**config.mk**
```make
export PLATFORM = sky130hd
export DESIGN_NAME = perceptron_row_classifier
export DESIGN_NICKNAME = d
export VERILOG_FILES = /design/src/rtl/prc_pkg.sv /design/src/rtl/prc_ram.sv /design/src/rtl/perceptron_row_classifier.sv
export SDC_FILE = /design/constraint.sdc
export NUM_CORES = 2
export LEC_CHECK = 0
export BUFFER_PORTS_ARGS = -buffer_cell sky130_fd_sc_hd__buf_4
export CAP_MARGIN = 20
export CORE_UTILIZATION = 40
export DETAILED_ROUTE_END_ITERATION = 16
export PLACE_DENSITY = 0.6
export SETUP_SLACK_MARGIN = 0.05
export SLEW_MARGIN = 20
export SYNTH_ARGS = -nofsm -noshare
export SYNTH_HDL_FRONTEND = slang
export SYNTH_SLANG_ARGS = --single-unit
export TNS_END_PERCENT = 10
```
**constraint.sdc**
```tcl
create_clock -name i_clk -period 16.3 [get_ports i_clk]
set_input_delay 1.63 -clock i_clk [delete_from_list [all_inputs] [get_ports i_clk]]
set_output_delay 1.63 -clock i_clk [all_outputs]
set_load 0.05 [all_outputs]
```
**src/rtl/prc_pkg.sv**
```systemverilog
// Package for the perceptron row classifier: request codes, datapath widths
// and register reset values. No dependencies.
package prc_pkg;

    // Request codes carried on the req_type field.
    localparam logic REQ_WEIGHT = 1'b0;
    localparam logic REQ_PIXEL  = 1'b1;

    // Fixed datapath widths.
    localparam int ACC_W   = 40;
    localparam int POS_W   = 6;
    localparam int INW_W   = 16;
    localparam int PIX_W   = 8;

    typedef logic signed [ACC_W-1:0] t_acc;
    typedef logic [POS_W-1:0]        t_pos;

    // Threshold after reset: 127.0 in Q8.8.
    localparam t_acc THRESHOLD_RESET = 40'sd32512;

endpackage

```
**src/rtl/prc_ram.sv**
```systemverilog
// Generic simple dual-port RAM with one write port and a registered read port.
// No dependencies.
module prc_ram #(
    parameter int WIDTH = 16,
    parameter int DEPTH = 49,
    parameter int ADDR_W = (DEPTH > 1) ? $clog2(DEPTH) : 1
) (
    input  logic              i_clk,
    input  logic              i_wr_en,
    input  logic [ADDR_W-1:0] i_wr_addr,
    input  logic [WIDTH-1:0]  i_wr_data,
    input  logic              i_rd_en,
    input  logic [ADDR_W-1:0] i_rd_addr,
    output logic [WIDTH-1:0]  o_rd_data
);

    logic [WIDTH-1:0] r_mem [DEPTH];
    logic [WIDTH-1:0] r_rd_data;

    always_ff @(posedge i_clk) begin
        if (i_wr_en) begin
            r_mem[i_wr_addr] <= i_wr_data;
        end
        if (i_rd_en) begin
            r_rd_data <= r_mem[i_rd_addr];
        end
    end

    assign o_rd_data = r_rd_data;

endmodule

```
**src/rtl/perceptron_row_classifier.sv**
```systemverilog
// Top level of the perceptron row classifier.
// Depends on prc_pkg and prc_ram.
//
// Usage:
// Input channel (i_in_valid / o_in_stall): one word per cycle unless stalled.
// A weight word (req_type = weight) writes one entry of the weight table:
// entry 0 is the bias, entries 1..ROW_PIXELS are per-pixel weights; writes
// above ROW_PIXELS are dropped. A pixel word feeds one byte of the current
// row into the multiply-accumulate. The label is read on the last pixel.
// Each completed row produces one result word on the output channel
// (o_out_valid / i_out_stall): the class, whether it matched the label, the
// running hit count of the group and a flag on the group's last row.
// The row's last pixel passes through stages 1, 2 and 3 into the output
// register. Throughput: one word per cycle unless stalled, set by the single
// multiplier and the accumulate stage, each taking a new pixel every cycle.
// The user must write the threshold register through i_cfg_we / i_cfg_wdata
// only while the block is idle; the block itself does not enforce this.
// Synchronous reset clears the pipeline, counters and accumulator and sets
// the threshold to 127.0; weights hold garbage until written.
// A stalled receiver only holds the input back once a finished row result
// is waiting behind an output word that has not been taken.
module perceptron_row_classifier #(
    parameter int ROW_PIXELS     = 48,
    parameter int ROWS_PER_GROUP = 48,
    parameter int WEIGHT_BITS    = 16
) (
    input  logic                        i_clk,
    input  logic                        i_rst_n,
    // Threshold register write port.
    input  logic                        i_cfg_we,
    input  logic signed [prc_pkg::ACC_W-1:0] i_cfg_wdata,
    // Input channel.
    input  logic                        i_in_valid,
    output logic                        o_in_stall,
    input  logic                        i_req_type,
    input  logic [5:0]                  i_weight_index,
    input  logic signed [15:0]          i_weight_value,
    input  logic [7:0]                  i_pixel,
    input  logic                        i_label,
    // Output channel.
    output logic                        o_out_valid,
    input  logic                        i_out_stall,
    output logic                        o_response,
    output logic                        o_correct,
    output logic [5:0]                  o_hit_count,
    output logic                        o_group_done
);

    import prc_pkg::*;

    localparam int DEPTH   = ROW_PIXELS + 1;
    localparam int WADDR_W = (DEPTH > 1) ? $clog2(DEPTH) : 1;
    localparam int PROD_W  = WEIGHT_BITS + PIX_W + 1;

    // The incoming weight is kept as its low WEIGHT_BITS bits, sign-extended,
    // or sign-extended up when the table is wider than the field.
    logic signed [WEIGHT_BITS-1:0] w_in;
    generate
        if (WEIGHT_BITS <= INW_W) begin : g_narrow
            assign w_in = i_weight_value[WEIGHT_BITS-1:0];
        end else begin : g_wide
            assign w_in = WEIGHT_BITS'(i_weight_value);
        end
    endgenerate

    // Pipeline advances unless a finished row would overwrite an output
    // word that is still waiting.
    logic adv;
    logic accept;
    logic is_pixel;
    logic is_weight;
    logic last_pix;

    // Control state.
    t_pos r_pix_pos;
    t_pos r_row_pos;
    t_pos r_hits;
    t_acc r_acc;
    t_acc r_threshold;

    // Bias entry, held outside the RAM so it can be read with any pixel.
    logic signed [WEIGHT_BITS-1:0] r_bias;

    // Stage 1: RAM read in flight.
    logic                          r_s1_valid;
    logic                          r_s1_last;
    logic                          r_s1_label;
    logic [PIX_W-1:0]              r_s1_pixel;
    logic signed [WEIGHT_BITS-1:0] r_s1_bias;
    logic [WEIGHT_BITS-1:0]        ram_rd_data;

    // Stage 2: registered product.
    logic                          r_s2_valid;
    logic                          r_s2_last;
    logic                          r_s2_label;
    logic signed [PROD_W-1:0]      r_s2_prod;
    logic signed [WEIGHT_BITS-1:0] r_s2_bias;

    // Stage 3: biased row sum.
    logic r_s3_valid;
    logic r_s3_label;
    t_acc r_s3_sum;

    // Output register.
    logic       r_out_valid;
    logic       r_response;
    logic       r_correct;
    t_pos       r_out_hits;
    logic       r_group_done;

    logic signed [63:0]          prod_ext;
    t_acc                        n_acc_sum;
    logic signed [PROD_W-1:0]    n_prod;
    logic                        n_response;
    logic                        n_correct;
    t_pos                        n_hits;
    logic                        n_done;

    assign adv       = !(r_s3_valid && r_out_valid && i_out_stall);
    assign o_in_stall = !adv;
    assign accept    = i_in_valid && adv;
    assign is_pixel  = accept && (i_req_type == REQ_PIXEL);
    assign is_weight = accept && (i_req_type == REQ_WEIGHT);
    assign last_pix  = (r_pix_pos == POS_W'(ROW_PIXELS - 1));

    prc_ram #(
        .WIDTH (WEIGHT_BITS),
        .DEPTH (DEPTH)
    ) u_weights (
        .i_clk     (i_clk),
        .i_wr_en   (is_weight && (i_weight_index != 6'd0)
                    && (i_weight_index <= 6'(ROW_PIXELS))),
        .i_wr_addr (WADDR_W'(i_weight_index)),
        .i_wr_data (w_in),
        .i_rd_en   (is_pixel),
        .i_rd_addr (WADDR_W'(r_pix_pos + 6'd1)),
        .o_rd_data (ram_rd_data)
    );

    // Pixel weight is signed; the pixel byte is zero-extended to 9 bits.
    assign n_prod    = PROD_W'(signed'(ram_rd_data) * signed'({1'b0, r_s1_pixel}));
    assign prod_ext  = 64'(r_s2_prod);
    assign n_acc_sum = r_acc + prod_ext[ACC_W-1:0];

    // Classification and group bookkeeping for the row in stage 3.
    assign n_response = (r_s3_sum > r_threshold);
    assign n_correct  = (n_response == r_s3_label);
    assign n_hits     = r_hits + POS_W'(n_correct);
    assign n_done     = (r_row_pos == POS_W'(ROWS_PER_GROUP - 1));

    // Bias register: no reset, undefined until written.
    always_ff @(posedge i_clk) begin
        if (is_weight && (i_weight_index == 6'd0)) begin
            r_bias <= w_in;
        end
    end

    // Threshold register.
    always_ff @(posedge i_clk) begin
        if (!i_rst_n) begin
            r_threshold <= THRESHOLD_RESET;
        end else if (i_cfg_we) begin
            r_threshold <= i_cfg_wdata;
        end
    end

    // Pixel position within the row.
    always_ff @(posedge i_clk) begin
        if (!i_rst_n) begin
            r_pix_pos <= '0;
        end else if (is_pixel) begin
            r_pix_pos <= last_pix ? '0 : r_pix_pos + 6'd1;
        end
    end

    // Pipeline valid bits.
    always_ff @(posedge i_clk) begin
        if (!i_rst_n) begin
            r_s1_valid <= 1'b0;
            r_s2_valid <= 1'b0;
            r_s3_valid <= 1'b0;
        end else if (adv) begin
            r_s1_valid <= is_pixel;
            r_s2_valid <= r_s1_valid;
            r_s3_valid <= r_s2_valid && r_s2_last;
        end
    end

    // Pipeline payload.
    always_ff @(posedge i_clk) begin
        if (adv) begin
            r_s1_last  <= last_pix;
            r_s1_label <= i_label;
            r_s1_pixel <= i_pixel;
            r_s1_bias  <= r_bias;
            r_s2_last  <= r_s1_last;
            r_s2_label <= r_s1_label;
            r_s2_prod  <= n_prod;
            r_s2_bias  <= r_s1_bias;
            r_s3_label <= r_s2_label;
            r_s3_sum   <= n_acc_sum + t_acc'(r_s2_bias);
        end
    end

    // Accumulator: clears after the row's last product.
    always_ff @(posedge i_clk) begin
        if (!i_rst_n) begin
            r_acc <= '0;
        end else if (adv && r_s2_valid) begin
            r_acc <= r_s2_last ? '0 : n_acc_sum;
        end
    end

    // Row and hit counters, updated as each row result is produced.
    always_ff @(posedge i_clk) begin
        if (!i_rst_n) begin
            r_row_pos <= '0;
            r_hits    <= '0;
        end else if (adv && r_s3_valid) begin
            r_row_pos <= n_done ? '0 : r_row_pos + 6'd1;
            r_hits    <= n_done ? '0 : n_hits;
        end
    end

    // Output register.
    always_ff @(posedge i_clk) begin
        if (!i_rst_n) begin
            r_out_valid <= 1'b0;
        end else if (adv && r_s3_valid) begin
            r_out_valid <= 1'b1;
        end else if (!i_out_stall) begin
            r_out_valid <= 1'b0;
        end
    end

    always_ff @(posedge i_clk) begin
        if (adv && r_s3_valid) begin
            r_response   <= n_response;
            r_correct    <= n_correct;
            r_out_hits   <= n_hits;
            r_group_done <= n_done;
        end
    end

    assign o_out_valid  = r_out_valid;
    assign o_response   = r_response;
    assign o_correct    = r_correct;
    assign o_hit_count  = r_out_hits;
    assign o_group_done = r_group_done;

endmodule

```
Word level (Yosys, flattened, before mapping)
Memory sizes are Yosys's and may differ from the RTL's. A register that Yosys moved wholly into a read port is not among the register bits.
Index checks and enable logic that the tools add are counted.
{"block": "totals", "regBits": 237, "mem_bits_rw": 784, "out_inout_bits": 11, "word_cells": 60, "memories": 1}
{"block": "classes", "n_addsub": 5, "mul": 1, "magnitude_cmp": 2, "eq_ne": 4, "n_mux": 8, "bitwise": 1, "reduce_logical": 14}
{"name": "u_weights.r_mem", "depth": 49, "word_bits": 16, "read_ports": 1, "rd_ports_with_merged_regs": 1, "write_ports": 1, "line_no": "prc_ram.sv:17", "text": "logic [WIDTH-1:0] r_mem [DEPTH];"}
{"cell": "$add A40 B16 Y40", "n": 1}
{"cell": "$add A40 B40 Y40", "n": 1}
{"cell": "$gt A40 B40 Y1", "n": 1}
{"cell": "$mux W40", "n": 1}
{"cell": "$mul A16 B9 Y25", "n": 1}
{"cell": "$mux W6", "n": 3}
{"cell": "$add A6 B1 Y6 const B", "n": 2}
{"cell": "$eq A6 B6 Y1 const B", "n": 2}
{"cell": "$logic_and A1 B1 Y1", "n": 11}
{"cell": "$add A6 B1 Y6", "n": 1}
{"cell": "$le A6 B6 Y1 const B", "n": 1}
{"cell": "$logic_not A6 Y1", "n": 1}
{"cell": "$reduce_bool A6 Y1", "n": 1}
{"cell": "$mux W1", "n": 4}
{"cell": "$ne A2 B1 Y1 const B", "n": 1}
{"cell": "$eq A1 B1 Y1", "n": 1}
{"cell": "$logic_not A1 Y1", "n": 1}
{"cell": "$not A1 Y1", "n": 1}

Logic depth before layout (Yosys ltp)
{"block": "depth", "ltp_word": 9, "mapped_depth": 21, "ltp_nobuf": 21}

Hierarchy
From an unflattened synthesis, not the netlist that was laid out.
{"block": "hier_totals", "hier_cells": 3115, "hier_area_um2": 48382.7}
{"mod": "prc_ram", "instances": 1, "cells_per_inst": 1343, "area_per_inst_um2": 30670.7, "seq_area_each_um2": 24023.0}
{"mod": "perceptron_row_classifier", "instances": 1, "cells_per_inst": 1772, "area_per_inst_um2": 17712.0, "seq_area_each_um2": 6095.8}

Least setup slack after synthesis
OpenSTA, ideal clock, no wires.
{"block": "synth_path", "path_kind": "input to output", "start": "input port i_out_stall", "end": "output port o_in_stall", "arrival_ns": 5.900, "path_slack_ns": 8.770, "stages": 2, "path_buffers": 0, "cell_sequence": "nand3_1 > inv_1"}
{"block": "synth_via", "elab_chain_cells": 1}
{"item": "start, declared", "line_no": "perceptron_row_classifier.sv:42", "text": "input logic i_out_stall,"}
{"item": "$logic_and A1 B1 Y1", "line_no": "perceptron_row_classifier.sv:119", "text": "assign adv = !(r_s3_valid && r_out_valid && i_out_stall);"}
{"item": "end, declared", "line_no": "perceptron_row_classifier.sv:34", "text": "output logic o_in_stall,"}
No other way between the ends.

Final worst setup path
Ends and elaborated chain as after synthesis.

==> results by group <==
Outcome
  • Result of the run: completed

Place
  • Port Buffer Count: 87
  • Worst slack at placement: ~11,000 ps
  • Post-placement cell count: between 4,000 and 5,000
  • HPWL Detailed: between 60,000 and 70,000 µm
  • Final weighted congestion in routability-driven placement: just under 0.9
  • Placed cell areas: 51,160 µm²

Clock tree
  • CTS tree: yes
  • Number of hold buffers added after CTS: 0
  • Count of buffers added by post-CTS timing repair for setup: 0
  • Clock transition time at the flip-flop clock pins of the worst setup and hold paths: 60 ps
  • Number of gates resized after CTS: 0
  • CTS Root Buffer Type: sky130_fd_sc_hd__clkbuf_16
  • Latest clock arrival within the worst-skew pair: 710 ps
  • TritonCTS buffer count: about 110
  • CTS H-tree depth: 3
  • Max Root-Sink Buffers: 3
  • Clock tree sinks: between 1,000 and 1,500

Timing
  • Post-Route Skew: roughly 53 ps
  • Fmax achieved: ~0.18 GHz
  • Share of the cycle needed by the critical path after routing: between 30% and 40%
  • Total setup violations reported at the end of the flow: 0
  • Max-slew headroom: about a quarter
  • Final Critical Period: ~5500 ps
  • Final Worst Setup Slack: about 11,000 ps
  • RSZ-0062 raised after global routing: no
  • Worst-margin pin slew: between 1000 and 1500 ps
  • Max-slew violation total from the final report: 0
  • Setup tns final: 0 ps
  • Final hold vios: 0

Drt
  • Total vias in the final route: 25,800
  • Total wire length after detailed routing: around 110,000 µm
  • Number of DRC violations after detailed-routing iteration 0: ~1,900
  • Antenna Nets Post-Route: 0
  • Avg Vias per Cell: ~5.3
  • Number of detailed-route iterations in the first pass: 5
  • Routed wire length per instance: 22.16 µm
  • Drc violations: 0

Global route
  • Met2 track utilization from global routing: a little over 30%
  • Initial antenna violation count: 2
  • Wire length of the first global-routing pass: between 150,000 and 200,000 µm
  • Maximum number of pins on one net before global-route repair: 84
  • Vias in the first global route: 26,450
  • GRT met3 Usage: between 2 and 3%
  • Top Usage Layer GRT: met2
  • Global routing met1 resource utilization: 23.54%
  • Tot GR Track Use: 17.95%
  • Total gr overflow: 0

Worst setup path
  • CP Launch Type: input port
  • Data arrival time at the worst-slack endpoint: 3850 ps
  • Maximum fanout along the worst path: 63
  • Total buffers and inverters traversed by the critical path: 5
  • Top cell by count, worst path: sky130_fd_sc_hd__buf_4
  • Largest delay share family, worst path: buffers and inverters
  • Type of the setup path with the least slack: input port to output port
  • CP cell instances: buf_4 -> nand3_4 -> buf_4 -> buf_4 -> inv_1 -> buf_4
  • Setup crit end kind: output port
  • WP data required: around 15,000 ps
  • Slowest stage cell, crit path: sky130_fd_sc_hd__buf_4
  • Longest individual stage delay on the worst path: 680 ps

Yosys
  • Flops & latches, synth: roughly 1,000
  • Post-synthesis async set-or-reset flop share: 0%
  • Top-area cell type share of the netlist area: 58.09%
  • Count of yosys warnings during synthesis: 0
  • Most instantiated flip-flop cell in the synthesis netlist: sky130_fd_sc_hd__edfxtp_1
  • Syn Area/Cell: 16.02 µm²
  • Distinct cell type count of the synthesized netlist: 76
  • Number of enable flip-flop cells after synthesis: 935
  • Sequential share of the synthesized area: 62.32%
  • Syn Inst Count: 3,016
  • Library cell occupying the most area in the post-synthesis netlist: sky130_fd_sc_hd__edfxtp_1
  • Summed instance area of the synthesized netlist: 48,330 µm²
  • Ranking of synthesized cells by area: sky130_fd_sc_hd__edfxtp_1, sky130_fd_sc_hd__mux4_2, sky130_fd_sc_hd__ha_1

Die
  • Placeable core region: approximately 120,000 µm²
  • Std-Cell Rows: between 100 and 150
  • Die span in y: 349.6 µm
  • Chip Width: between 300 and 400 µm
  • Overall die area: ~120,000 µm²
  • Initial core utilization: around two fifths
  • I/O pin count: slightly below 90

Power and ir drop
  • Static leakage: 19.53 nW
  • Power density over the cells: approximately 140 nW/µm²
  • Worst vdd rail ir drop: about 0.094 mV

Layout
  • Diode count: 0
  • Post-synthesis to final-layout area growth: 13.01%
  • Fraction of layout instances using a drive strength above 1: 18.00%
  • Number of cells in the finished layout apart from fillers: between 4,000 and 5,000
  • Post-layout net count: 3,541
  • Final cell area excluding filler cells: around 55,000 µm²

Worst hold path
  • Class of the worst hold path: flop to flop

Job
  • Max cap viols: 0
-- layer usage --
metal  vias up  share of wire, %
met1     13230                43
met5         -             0.016
met2       570                50
met3       185               4.7
met4         2               2.5
li1      11820                 -
-- flip-flops by register name (all words and copies together) (netlist names), 6 cells and up --
name                 count
o_hit_count              6
r_threshold             40
r_s3_sum                40
r_bias                  16
u_weights.o_rd_data     16
r_acc                   40
r_hits                   6
u_weights.r_mem        784
r_pix_pos                6
r_s1_pixel               8
r_s1_bias               16
r_s2_prod               25
r_s2_bias               16
r_row_pos                6
-- per-stage QoR --
step / power, mW / hold WS, ps / util (%)
after floorplan: 4.596 / 400.3 / -
after global placement: 5.047 / 402.3 / 42.70
after detailed placement: 5.062 / 404.5 / 42.70
after CTS: 7.479 / 418.5 / 45.59
after global routing: 7.791 / 421.3 / 45.59
final: 7.391 / 418.8 / 45.59
-- power breakdown --
group	internal [mW]	switching (mW)	total, mW	leakage, nW
Clock	1.37	1.03	2.40	1.68
Sequential	3.08	0.0652	3.15	9.43
Combinational	0.796	1.04	1.84	8.42
Total	5.25	2.14	7.39	19.5
-- Yosys cell counts, types with 3 or more instances --
master,count
sky130_fd_sc_hd__buf_6,3
sky130_fd_sc_hd__nor3_1,17
sky130_fd_sc_hd__a21o_1,71
sky130_fd_sc_hd__nand2b_1,13
sky130_fd_sc_hd__nand3_1,36
sky130_fd_sc_hd__edfxtp_1,935
sky130_fd_sc_hd__a21oi_1,121
sky130_fd_sc_hd__o31ai_1,3
sky130_fd_sc_hd__or3_1,5
sky130_fd_sc_hd__a2111oi_0,4
sky130_fd_sc_hd__a31oi_1,9
sky130_fd_sc_hd__buf_4,4
sky130_fd_sc_hd__or3b_2,3
sky130_fd_sc_hd__o2111ai_1,3
sky130_fd_sc_hd__ha_1,178
sky130_fd_sc_hd__o21ba_2,3
sky130_fd_sc_hd__nand2_1,164
sky130_fd_sc_hd__o221ai_1,4
sky130_fd_sc_hd__nor3b_1,5
sky130_fd_sc_hd__buf_1,10
sky130_fd_sc_hd__a22oi_1,21
sky130_fd_sc_hd__o21a_1,12
sky130_fd_sc_hd__a211oi_1,8
sky130_fd_sc_hd__a22o_1,19
sky130_fd_sc_hd__and2_1,76
sky130_fd_sc_hd__mux2i_1,34
sky130_fd_sc_hd__mux4_2,256
sky130_fd_sc_hd__clkbuf_1,75
sky130_fd_sc_hd__nand3b_1,5
sky130_fd_sc_hd__nor2_1,113
sky130_fd_sc_hd__nand4_1,24
sky130_fd_sc_hd__o211ai_1,17
sky130_fd_sc_hd__o21ai_0,56
sky130_fd_sc_hd__nor2b_1,74
sky130_fd_sc_hd__fa_1,104
sky130_fd_sc_hd__buf_2,17
sky130_fd_sc_hd__dfxtp_1,102
sky130_fd_sc_hd__and3_1,10
sky130_fd_sc_hd__o21bai_1,15
sky130_fd_sc_hd__inv_1,223
sky130_fd_sc_hd__a21boi_0,8
sky130_fd_sc_hd__xor2_1,30
sky130_fd_sc_hd__nor4_1,4
sky130_fd_sc_hd__xnor2_1,79
-- cell usage in the layout (no fill, tap or decap), drive strengths merged, types with 5 or more instances in the layout --
cell and n:
nand4 24, a21o 71, inv 225, a22oi 21
xnor2 79, nand2b 13, and3 10, nand3 36
buf 154, a211oi 8, conb 16, o21bai 15
clkbuf 131, nand2 164, and2 76, clkinv 54
o21a 12, a22o 19, nand3b 5, ha 178
nor3 17, fa 104, mux4 256, o21ai 58
o211ai 17, mux2i 34, bufinv 9, dfxtp 102
o31ai 5, a21boi 8, xor2 31, nor3b 5
edfxtp 935, or3 5, a31oi 10, nor2 113
nor2b 74, a21oi 121
-- final cells by class --
cell class                      count  area, µm²
Fill cell                       10490      65200
Sequential cell                  1037      30120
Multi-Input combinational cell   1659      17030
Clock buffer                      131       2799
Tap cell                         1612       2017
Timing Repair Buffer              154       1156
Inverter                          224      840.8
Clock inverter                     68      656.9
-- path summary, 6_finish.rpt --
path	cells past startpoint	slack, ps	to	from
worst max-delay path	6	10820	o_in_stall	i_out_stall
worst min-delay path	0	420	r_s2_bias[9]	r_s1_bias[9]
worst max register to register	18	10960	r_s2_prod[23]	r_s1_pixel[1]
worst min register to register	0	420	r_s2_bias[9]	r_s1_bias[9]
-- kinds of logic after synthesis --
| logic type | count (synthesis) | share of synthesized area, % |
|---|---|---|
| adder cells (fa/ha/maj) | 282 | 8.916 |
| other | 1 | 0.007759 |
| XOR/XNOR | 110 | 2.009 |
| buffers and inverters | 335 | 2.729 |
| AO/OA/AOI/OAI | 402 | 5.633 |
| multiplexers | 291 | 12.66 |
| AND/OR/NAND/NOR | 558 | 5.729 |
| flip-flops | 1037 | 62.32 |
(Power assumes the default switching activity.)
